--- config.mk ---
export PLATFORM = sky130hd
export DESIGN_NAME = crc_framed_datagram_receiver
export DESIGN_NICKNAME = d
export VERILOG_FILES = /design/src/rtl/cfdr_pkg.sv /design/src/rtl/cfdr_front.sv /design/src/rtl/cfdr_queue.sv /design/src/rtl/cfdr_back.sv /design/src/rtl/crc_framed_datagram_receiver.sv
export SDC_FILE = /design/constraint.sdc
export NUM_CORES = 1
export LEC_CHECK = 0
export BUFFER_PORTS_ARGS = -buffer_cell sky130_fd_sc_hd__buf_2
export CAP_MARGIN = 20
export CELL_PAD_IN_SITES_DETAIL_PLACEMENT = 1
export CELL_PAD_IN_SITES_GLOBAL_PLACEMENT = 2
export CORE_AREA = 2 2 166 127
export DETAILED_ROUTE_END_ITERATION = 6
export DIE_AREA = 0 0 168 129
export GPL_TIMING_DRIVEN = 1
export PLACE_DENSITY_LB_ADDON = 0.1
export REMOVE_ABC_BUFFERS = 1
export SLEW_MARGIN = 20
export SYNTH_ARGS = -nofsm -noshare
export SYNTH_HDL_FRONTEND = slang
export SYNTH_SLANG_ARGS = --single-unit
export TNS_END_PERCENT = 20
--- constraint.sdc ---
create_clock -name clk -period 5.3 [get_ports clk]
set_clock_uncertainty 0.2 [all_clocks]
set_input_delay 1.06 -clock clk [delete_from_list [all_inputs] [get_ports clk]]
set_output_delay 1.06 -clock clk [all_outputs]
set_load 0.05 [all_outputs]
--- src/rtl/cfdr_pkg.sv ---
package cfdr_pkg;

  // Bytes with a meaning to the framer
  localparam logic [7:0] FRAME_OPEN  = 8'h02;
  localparam logic [7:0] FRAME_CLOSE = 8'h03;
  localparam logic [7:0] TEXT_OPEN   = 8'h21;
  localparam logic [7:0] TEXT_CLOSE  = 8'h0A;
  localparam logic [8:0] FRAME_OVERHEAD = 9'd4;

  // Result event codes
  localparam logic [2:0] EV_NONE       = 3'd0;
  localparam logic [2:0] EV_FRAME_BYTE = 3'd1;
  localparam logic [2:0] EV_TEXT_BYTE  = 3'd2;
  localparam logic [2:0] EV_FRAME_OK   = 3'd3;
  localparam logic [2:0] EV_CRC_BAD    = 3'd4;
  localparam logic [2:0] EV_FRAME_LONG = 3'd5;
  localparam logic [2:0] EV_LINE_END   = 3'd6;
  localparam logic [2:0] EV_LINE_LONG  = 3'd7;

  // Configuration register indexes
  localparam logic [1:0] CFG_CRC_POLY  = 2'd0;
  localparam logic [1:0] CFG_CRC_INIT  = 2'd1;
  localparam logic [1:0] CFG_ECHO_EN   = 2'd2;

  typedef struct packed {
    logic frame_open;
    logic frame_close;
    logic text_open;
    logic text_close;
  } byte_class_t;

  typedef struct packed {
    logic [7:0]  data;
    byte_class_t cls;
  } item_t;

  typedef struct packed {
    logic       echo_valid;
    logic [7:0] echo_byte;
    logic [2:0] event_res;
    logic [7:0] data_byte;
    logic [4:0] data_index;
    logic [7:0] frame_command;
    logic [4:0] frame_length;
  } result_t;

endpackage

--- src/rtl/cfdr_front.sv ---
module cfdr_front import cfdr_pkg::*; (
  input  logic       push,
  input  logic [7:0] byte_in,
  input  logic       q_full,
  output logic       q_push,
  output item_t      q_item
);

  assign q_push = push & ~q_full;

  always_comb begin
    q_item.data            = byte_in;
    q_item.cls.frame_open  = (byte_in == FRAME_OPEN);
    q_item.cls.frame_close = (byte_in == FRAME_CLOSE);
    q_item.cls.text_open   = (byte_in == TEXT_OPEN);
    q_item.cls.text_close  = (byte_in == TEXT_CLOSE);
  end

endmodule

--- src/rtl/cfdr_queue.sv ---
module cfdr_queue import cfdr_pkg::*; #(
  parameter int DEPTH = 4
) (
  input  logic  clk,
  input  logic  rst_n,
  input  logic  push,
  input  item_t wr_item,
  output logic  full,
  input  logic  pop,
  output item_t rd_item,
  output logic  empty
);

  localparam int AW = (DEPTH > 1) ? $clog2(DEPTH) : 1;
  localparam int CW = $clog2(DEPTH + 1);

  item_t           entries [DEPTH];
  logic [AW-1:0]   wr_ptr_r, wr_ptr_nxt;
  logic [AW-1:0]   rd_ptr_r, rd_ptr_nxt;
  logic [CW-1:0]   count_r,  count_nxt;
  logic            do_push, do_pop;

  assign full    = (count_r == CW'(DEPTH));
  assign empty   = (count_r == '0);
  assign do_push = push & ~full;
  assign do_pop  = pop & ~empty;
  assign rd_item = entries[rd_ptr_r];

  always_comb begin
    wr_ptr_nxt = wr_ptr_r;
    rd_ptr_nxt = rd_ptr_r;
    count_nxt  = count_r;
    if (do_push) begin
      wr_ptr_nxt = (wr_ptr_r == AW'(DEPTH - 1)) ? '0 : wr_ptr_r + 1'b1;
    end
    if (do_pop) begin
      rd_ptr_nxt = (rd_ptr_r == AW'(DEPTH - 1)) ? '0 : rd_ptr_r + 1'b1;
    end
    priority if (do_push && !do_pop) begin
      count_nxt = count_r + 1'b1;
    end else if (do_pop && !do_push) begin
      count_nxt = count_r - 1'b1;
    end else begin
      count_nxt = count_r;
    end
  end

  always_ff @(posedge clk) begin
    if (!rst_n) begin
      wr_ptr_r <= '0;
      rd_ptr_r <= '0;
      count_r  <= '0;
    end else begin
      wr_ptr_r <= wr_ptr_nxt;
      rd_ptr_r <= rd_ptr_nxt;
      count_r  <= count_nxt;
    end
  end

  always_ff @(posedge clk) begin
    if (do_push) begin
      entries[wr_ptr_r] <= wr_item;
    end
  end

endmodule

--- src/rtl/cfdr_back.sv ---
module cfdr_back import cfdr_pkg::*; #(
  parameter int MAX_MESSAGE_BYTES = 32
) (
  input  logic       clk,
  input  logic       rst_n,
  // classified bytes from the queue
  input  logic       q_empty,
  input  item_t      q_item,
  output logic       q_pop,
  // configuration
  input  logic       cfg_valid,
  input  logic [1:0] cfg_index,
  input  logic [7:0] cfg_data,
  // result register
  output logic       res_valid,
  output result_t    res,
  input  logic       res_pop
);

  localparam int PosW = $clog2(MAX_MESSAGE_BYTES);
  localparam logic [8:0] MaxBytes = 9'(MAX_MESSAGE_BYTES);

  localparam logic [2:0] MODE_IDLE   = 3'd0;
  localparam logic [2:0] MODE_LENGTH = 3'd1;
  localparam logic [2:0] MODE_TEXT   = 3'd2;
  localparam logic [2:0] MODE_BODY   = 3'd3;
  localparam logic [2:0] MODE_STOP   = 3'd4;

  logic [7:0]      crc_poly_r, crc_init_r;
  logic            echo_en_r;

  logic [2:0]      mode_r,    mode_nxt;
  logic [PosW-1:0] pos_r,     pos_nxt;
  logic [PosW-1:0] total_r,   total_nxt;
  logic [7:0]      crc_r,     crc_nxt;
  logic            matched_r, matched_nxt;
  logic [7:0]      cmd_r,     cmd_nxt;

  result_t         res_r, res_nxt;
  logic            res_valid_r;

  logic            take;
  logic [7:0]      b;
  logic [7:0]      crc_src, crc_new;
  logic [8:0]      total9, pos9, pos9_inc;
  logic [PosW:0]   pos_inc;

  function automatic logic [7:0] crc8_step(input logic [7:0] crc, input logic [7:0] d,
                                           input logic [7:0] poly);
    logic [7:0] c;
    c = crc ^ d;
    for (int i = 0; i < 8; i++) begin
      c = c[7] ? ({c[6:0], 1'b0} ^ poly) : {c[6:0], 1'b0};
    end
    return c;
  endfunction

  // advance when a byte waits and the result slot is free or being drained
  assign take      = ~q_empty & (~res_valid_r | res_pop);
  assign q_pop     = take;
  assign res_valid = res_valid_r;
  assign res       = res_r;

  assign b        = q_item.data;
  assign crc_src  = (mode_r == MODE_IDLE) ? crc_init_r : crc_r;
  assign crc_new  = crc8_step(crc_src, b, crc_poly_r);
  assign total9   = {1'b0, b} + FRAME_OVERHEAD;
  assign pos9     = {{(9 - PosW){1'b0}}, pos_r};
  assign pos9_inc = pos9 + 9'd1;
  assign pos_inc  = {1'b0, pos_r} + 1'b1;

  always_comb begin
    mode_nxt    = mode_r;
    pos_nxt     = pos_r;
    total_nxt   = total_r;
    crc_nxt     = crc_r;
    matched_nxt = matched_r;
    cmd_nxt     = cmd_r;

    res_nxt               = '0;
    res_nxt.echo_valid    = echo_en_r;
    res_nxt.echo_byte     = b;
    res_nxt.event_res     = EV_NONE;

    unique case (mode_r)
      MODE_IDLE: begin
        if (q_item.cls.frame_open) begin
          pos_nxt            = PosW'(1);
          crc_nxt            = crc_new;
          matched_nxt        = (crc_init_r == b);
          res_nxt.event_res  = EV_FRAME_BYTE;
          res_nxt.data_byte  = b;
          mode_nxt           = MODE_LENGTH;
        end else if (q_item.cls.text_open) begin
          pos_nxt  = '0;
          mode_nxt = MODE_TEXT;
        end
      end
      MODE_LENGTH: begin
        if (total9 >= MaxBytes) begin
          res_nxt.event_res = EV_FRAME_LONG;
          pos_nxt           = '0;
          total_nxt         = '0;
          mode_nxt          = MODE_IDLE;
        end else begin
          res_nxt.event_res  = EV_FRAME_BYTE;
          res_nxt.data_byte  = b;
          res_nxt.data_index = pos9[4:0];
          matched_nxt        = (crc_r == b);
          crc_nxt            = crc_new;
          pos_nxt            = pos_inc[PosW-1:0];
          total_nxt          = total9[PosW-1:0];
          mode_nxt           = MODE_BODY;
        end
      end
      MODE_TEXT: begin
        if (pos9_inc >= MaxBytes) begin
          // line would overflow the buffer: drop it
          res_nxt.event_res = EV_LINE_LONG;
          pos_nxt           = '0;
          mode_nxt          = MODE_IDLE;
        end else if (!q_item.cls.text_close) begin
          res_nxt.event_res  = EV_TEXT_BYTE;
          res_nxt.data_byte  = b;
          res_nxt.data_index = pos9[4:0];
          pos_nxt            = pos_inc[PosW-1:0];
        end else begin
          res_nxt.event_res    = EV_LINE_END;
          res_nxt.frame_length = pos9[4:0];
          pos_nxt              = '0;
          mode_nxt             = MODE_IDLE;
        end
      end
      MODE_BODY: begin
        if (pos_r < total_r) begin
          if (pos_r == PosW'(2)) begin
            cmd_nxt = b;
          end
          res_nxt.event_res  = EV_FRAME_BYTE;
          res_nxt.data_byte  = b;
          res_nxt.data_index = pos9[4:0];
          matched_nxt        = (crc_r == b);
          crc_nxt            = crc_new;
          pos_nxt            = pos_inc[PosW-1:0];
          if (pos_inc >= {1'b0, total_r}) begin
            mode_nxt = MODE_STOP;
          end
        end else begin
          pos_nxt   = '0;
          total_nxt = '0;
          mode_nxt  = MODE_IDLE;
        end
      end
      MODE_STOP: begin
        // ignore everything until the close byte
        if (q_item.cls.frame_close) begin
          res_nxt.frame_length = pos9[4:0];
          if (pos_r == total_r && matched_r) begin
            res_nxt.event_res     = EV_FRAME_OK;
            res_nxt.frame_command = cmd_r;
          end else begin
            res_nxt.event_res = EV_CRC_BAD;
          end
          pos_nxt  = '0;
          mode_nxt = MODE_IDLE;
        end
      end
      default: begin
        pos_nxt   = '0;
        total_nxt = '0;
        mode_nxt  = MODE_IDLE;
      end
    endcase
  end

  always_ff @(posedge clk) begin
    if (!rst_n) begin
      crc_poly_r  <= 8'h2D;
      crc_init_r  <= 8'h00;
      echo_en_r   <= 1'b1;
      mode_r      <= MODE_IDLE;
      pos_r       <= '0;
      total_r     <= '0;
      crc_r       <= '0;
      matched_r   <= 1'b0;
      cmd_r       <= '0;
      res_valid_r <= 1'b0;
    end else begin
      if (cfg_valid) begin
        unique case (cfg_index)
          CFG_CRC_POLY: crc_poly_r <= cfg_data;
          CFG_CRC_INIT: crc_init_r <= cfg_data;
          CFG_ECHO_EN:  echo_en_r  <= cfg_data[0];
          default: ;
        endcase
      end
      if (take) begin
        mode_r    <= mode_nxt;
        pos_r     <= pos_nxt;
        total_r   <= total_nxt;
        crc_r     <= crc_nxt;
        matched_r <= matched_nxt;
        cmd_r     <= cmd_nxt;
      end
      if (take) begin
        res_valid_r <= 1'b1;
      end else if (res_pop) begin
        res_valid_r <= 1'b0;
      end
    end
  end

  always_ff @(posedge clk) begin
    if (take) begin
      res_r <= res_nxt;
    end
  end

endmodule

--- src/rtl/crc_framed_datagram_receiver.sv ---
// Receiver for STX/ETX length-framed datagrams checked by a CRC-8, and for
// '!'-opened text lines. Every accepted byte yields exactly one result with
// an echo copy and an event code. Bytes are taken at one per clock while in_full
// is low: the front end classifies each byte into a queue of QUEUE_DEPTH
// entries, and the back end runs the framing state and a full 8-bit CRC step
// on one byte per cycle, while the result slot is free or being drained, into
// a single result register. A byte passes through a queue entry and then the
// result register; a stalled result side absorbs QUEUE_DEPTH + 1 bytes before
// in_full rises. Configuration writes are taken in any cycle (cfg_ready is
// tied high) and belong where no byte is in flight.
module crc_framed_datagram_receiver import cfdr_pkg::*; #(
  parameter int MAX_MESSAGE_BYTES = 32,
  parameter int QUEUE_DEPTH       = 4
) (
  input  logic       clk,
  input  logic       rst_n,
  // input channel
  input  logic       in_push,
  input  logic [7:0] in_byte_in,
  output logic       in_full,
  // result channel
  output logic       out_empty,
  input  logic       out_pop,
  output logic       out_echo_valid,
  output logic [7:0] out_echo_byte,
  output logic [2:0] out_event_res,
  output logic [7:0] out_data_byte,
  output logic [4:0] out_data_index,
  output logic [7:0] out_frame_command,
  output logic [4:0] out_frame_length,
  // configuration write channel
  input  logic       cfg_valid,
  output logic       cfg_ready,
  input  logic [1:0] cfg_index,
  input  logic [7:0] cfg_data
);

  logic    q_push, q_pop, q_full, q_empty;
  item_t   q_wr_item, q_rd_item;
  logic    res_valid;
  result_t res;

  assign cfg_ready = 1'b1;
  assign in_full   = q_full;

  cfdr_front u_front (
    .push    (in_push),
    .byte_in (in_byte_in),
    .q_full  (q_full),
    .q_push  (q_push),
    .q_item  (q_wr_item)
  );

  cfdr_queue #(
    .DEPTH (QUEUE_DEPTH)
  ) u_queue (
    .clk     (clk),
    .rst_n   (rst_n),
    .push    (q_push),
    .wr_item (q_wr_item),
    .full    (q_full),
    .pop     (q_pop),
    .rd_item (q_rd_item),
    .empty   (q_empty)
  );

  cfdr_back #(
    .MAX_MESSAGE_BYTES (MAX_MESSAGE_BYTES)
  ) u_back (
    .clk       (clk),
    .rst_n     (rst_n),
    .q_empty   (q_empty),
    .q_item    (q_rd_item),
    .q_pop     (q_pop),
    .cfg_valid (cfg_valid),
    .cfg_index (cfg_index),
    .cfg_data  (cfg_data),
    .res_valid (res_valid),
    .res       (res),
    .res_pop   (out_pop)
  );

  assign out_empty         = ~res_valid;
  assign out_echo_valid    = res.echo_valid;
  assign out_echo_byte     = res.echo_byte;
  assign out_event_res     = res.event_res;
  assign out_data_byte     = res.data_byte;
  assign out_data_index    = res.data_index;
  assign out_frame_command = res.frame_command;
  assign out_frame_length  = res.frame_length;

  // Both sides come up drained after reset
  a_reset_drained: assert property (@(posedge clk) disable iff (!rst_n)
    $past(!rst_n) |-> out_empty && !in_full)
    else $error("queue or result register not drained after reset");

  // The queue fills only from an input transfer
  a_full_after_push: assert property (@(posedge clk) disable iff (!rst_n)
    $rose(in_full) |-> $past(in_push && !in_full))
    else $error("in_full rose without an input transfer");

  // Stored-byte fields are zero outside byte events
  a_data_fields: assert property (@(posedge clk) disable iff (!rst_n)
    (!out_empty && out_event_res != EV_FRAME_BYTE && out_event_res != EV_TEXT_BYTE)
      |-> (out_data_byte == 8'd0 && out_data_index == 5'd0))
    else $error("data fields set on a non-byte event");

  // The command is reported only with a good frame
  a_command_field: assert property (@(posedge clk) disable iff (!rst_n)
    (!out_empty && out_event_res != EV_FRAME_OK) |-> out_frame_command == 8'd0)
    else $error("frame command set without a good frame");

endmodule
==> metrics.cfg <==
[outcome]
outcome = finished, final reports clean

[pwr]
peakVddDrop_uv = 373
leakagePower_nw = 3.47
power.density_mw_per_mm2 = 750

[sta]
grt_setup_unrepaired = no
max_freq_ghz = 0.197
period_share_pct = 95.7
fin_setup_tns_ns = 0
hold_viol = 0
finalCriticalPeriod_ns = 5.07
fin_hold_ws_ns = 0.239
worstMarginPinSlew_ns = 1.02
slew_headroom_pct = 31.3
finalMaxSlewViolations = 0
finalSetupViolations = 0

[routing]
ant_nets = 0
post_drt_via_cell_ratio = 5.63
num_vias = 6221
drtPass1Iterations = 5
drtIter0Drc = 377
avgRoutedWirePerCell_um = 21.0
wirelength_mm = 23.2
drc = 0

[run]
maxCapViolCount = 0

[cells_and_area]
multiInputGateArea_mm2 = 0.00396
final_common_cell = edfxtp_1
area_growth_pct = 16.0
drive_gt1_share_pct = 18.2
finalNetCount = 876
fin_cells = 1105
nFillCells = 2223
seq_area_mm2 = 0.00372
final_area_mm2 = 0.00920
layout_common_cells = edfxtp_1, nor2_1, nand2_1

[yosys]
synth.distinct_cells = 79
synthTopCellsByArea = edfxtp_1, dfxtp_1, mux2i_1, xnor2_1, mux4_2
synth_area_mm2 = 0.00793
yosys_most_used_dff = edfxtp_1
async_flop_share_pct = 0
syn_inst = 764
yosys_warnings = 0
yosysTopAreaCell = edfxtp_1
syn_area_per_cell_um2 = 10.4
ys_seq_elements = 143
ys_seq_area_share_pct = 47.0
synth.top_cell.area_share_pct = 32.6
synth_edf_count = 86

[global_routing]
grt_max_degree = 47
grt_pass1_wl_mm = 36.5
first_global_vias = 6278
grt_use_total_pct = 22.1
gr-total-overflow = 0
antenna_found_initial = 0

[place]
post-place-cells = 1072
port_buffers = 62
dpl.hpwl_mm = 17.2
postPlaceCellArea_mm2 = 0.00859
gp_congestion = 0.853

[clocking]
cts_root_buffer = clkbuf_16
cts_buffer_depth = 2
clk_pin_slew_ns = 0.07
clkSinkCount = 143
cts_max_level = 4
holdBufCountCts = 0
cts_made_buffers = 17
cts_tree = built
insertion_delay_ns = 0.42

[worst_setup_path]
critPathMaxStageDelay_ns = 0.68
reg2reg_slack_ns = 0.23
slowest_stage = mux4_2
worstReg2RegEnd = u_back.crc_r[6]$_SDFFE_PN0P_
path_max_fanout = 11
start_kind = flip-flop
crit_type = flip-flop to flip-flop
ff2ff_path_depth = 14
crit_chain = mux4_2 > or3_1 > a211oi_1 > o21ai_1 > a221o_1 > o32ai_2 > xnor2_1 > xor3_1 > nor2_1 > xor3_2 > a211o_1 > a21oi_1 > nand2_1 > o211ai_1
required_ns = 5.45
worstPathArrival_ns = 5.22
cp-end-kind = flip-flop

[floorplan]
die_area_mm2 = 0.0217
die_w_um = 168
ios = 64
num_rows = 45
initial_core_util_pct = 39.7
core_region_area_mm2 = 0.0200
fp.dieH_um = 129

[hold_path]
hold_start = u_back.echo_en_r$_SDFFE_PN1P_
hp-class = flip-flop to flip-flop
hold_path_end = u_back.res[37]$_DFFE_PP_
whs_path_depth = 0

[report_power, final]
part           total (mW)  switching [mW]  internal [mW]
registers            1.59           0.116           1.47
clock network        1.22           0.525          0.693
logic                4.09            2.52           1.58
[layout make-up]
cell class / count / area share (%)
multi-input cells: 560 / 43.1
flip-flops and latches: 143 / 40.5
repair buffers: 88 / 5.54
clock buffers: 18 / 4.90
well taps: 258 / 3.51
clock inverters: 14 / 1.54
inverters: 23 / 0.939
diodes: 1 / 0.0272
[sequential cells by signal, summed over array words and instances (netlist names), 5 cells and up, named ones only]
signal             count
u_queue.entries       48
u_back.res            38
u_back.cmd_r           8
u_back.crc_init_r      8
u_back.crc_poly_r      8
u_back.crc_r           8
u_back.pos_r           5
u_back.total_r         5
[per-stage QoR]
| step | setup WS, ns | total power, mW | utilization (%) |
|---|---|---|---|
| 2_1_floorplan | 0.368 | 4.59 | - |
| 3_3_place_gp | 0.382 | 5.57 | 43.0 |
| 3_5_place_dp | 0.281 | 5.67 | 43.0 |
| 4_1_cts | 0.233 | 6.90 | 45.9 |
| 5_1_grt | 0.00354 | 7.32 | 46.0 |
| 6_report | 0.230 | 6.90 | 46.0 |
[cell usage after synthesis, drive strengths merged (3+ instances only)]
library cell	number
edfxtp	86
nor2	71
nand2	63
dfxtp	57
a21oi	43
xnor2	40
mux2i	39
nand3	35
o21ai	30
clkbuf	26
and2	22
inv	22
ha	19
nor3	18
nor2b	13
a211oi	12
buf	12
mux4	12
o211ai	11
xor2	10
nand2b	8
a31oi	7
and3	7
or3	7
nand3b	6
nor4	6
a21o	5
nand4	5
nor4b	5
o21a	4
o31ai	4
a211o	3
a21boi	3
a22o	3
nor3b	3
o2111ai	3
o22ai	3
o311ai	3
o31a	3
or2	3
or4b	3
xnor3	3
xor3	3
[cell families (layout without fill, tap and decap cells)]
family | after synthesis | after routing | synth area share, %
AND/OR/NAND/NOR | 281 | 281 | 17.9
AO/OA/AOI/OAI | 151 | 151 | 12.8
flip-flops | 143 | 143 | 47.0
buffers and inverters | 61 | 143 | 3.28
XOR/XNOR | 56 | 56 | 7.39
multiplexers | 51 | 51 | 8.33
adder cells (fa/ha/maj) | 20 | 20 | 3.25
other | 1 | 2 | 0.0473
[metal layers]
layer | vias up | wire, um | track usage (%)
met2 | 145 | 9880 | 33.4
li1 | 2941 | - | -
met5 | - | 0 | 0
met3 | 22 | 1130 | 4.89
met1 | 3113 | 12000 | 32.6
met4 | 0 | 200 | 4.96
[worst max path at each step]
stage / startpoint / to / slack (ns) / cells past startpoint
global placement: flip-flop / u_back.crc_r[5]$_SDFFE_PN0P_ / 0.38 / 15
global route: flip-flop / u_back.crc_r[6]$_SDFFE_PN0P_ / 0.004 / 14
finish: flip-flop / u_back.crc_r[6]$_SDFFE_PN0P_ / 0.23 / 14
CTS: flip-flop / u_back.crc_r[5]$_SDFFE_PN0P_ / 0.23 / 15
detailed placement: flip-flop / u_back.crc_r[5]$_SDFFE_PN0P_ / 0.28 / 13
floorplan: flip-flop / u_back.crc_r[4]$_SDFFE_PN0P_ / 0.37 / 13
[worst max-delay path: cells and delay by family, from the launching register on]
family	cells	cell delay (ns)
compound gates	7	1.84
xor+xnor	3	1.01
simple gates	3	0.79
mux	1	0.68
flops	1	0.47
[timing repair]
item                                    4_1_cts  5_1_grt
buffers inserted                              0        0
endpoints found under the hold margin         0        0
resized for setup                             0        5
endpoints found under the setup margin        0        8
No activity file was read; power rests on OpenSTA's default activity.
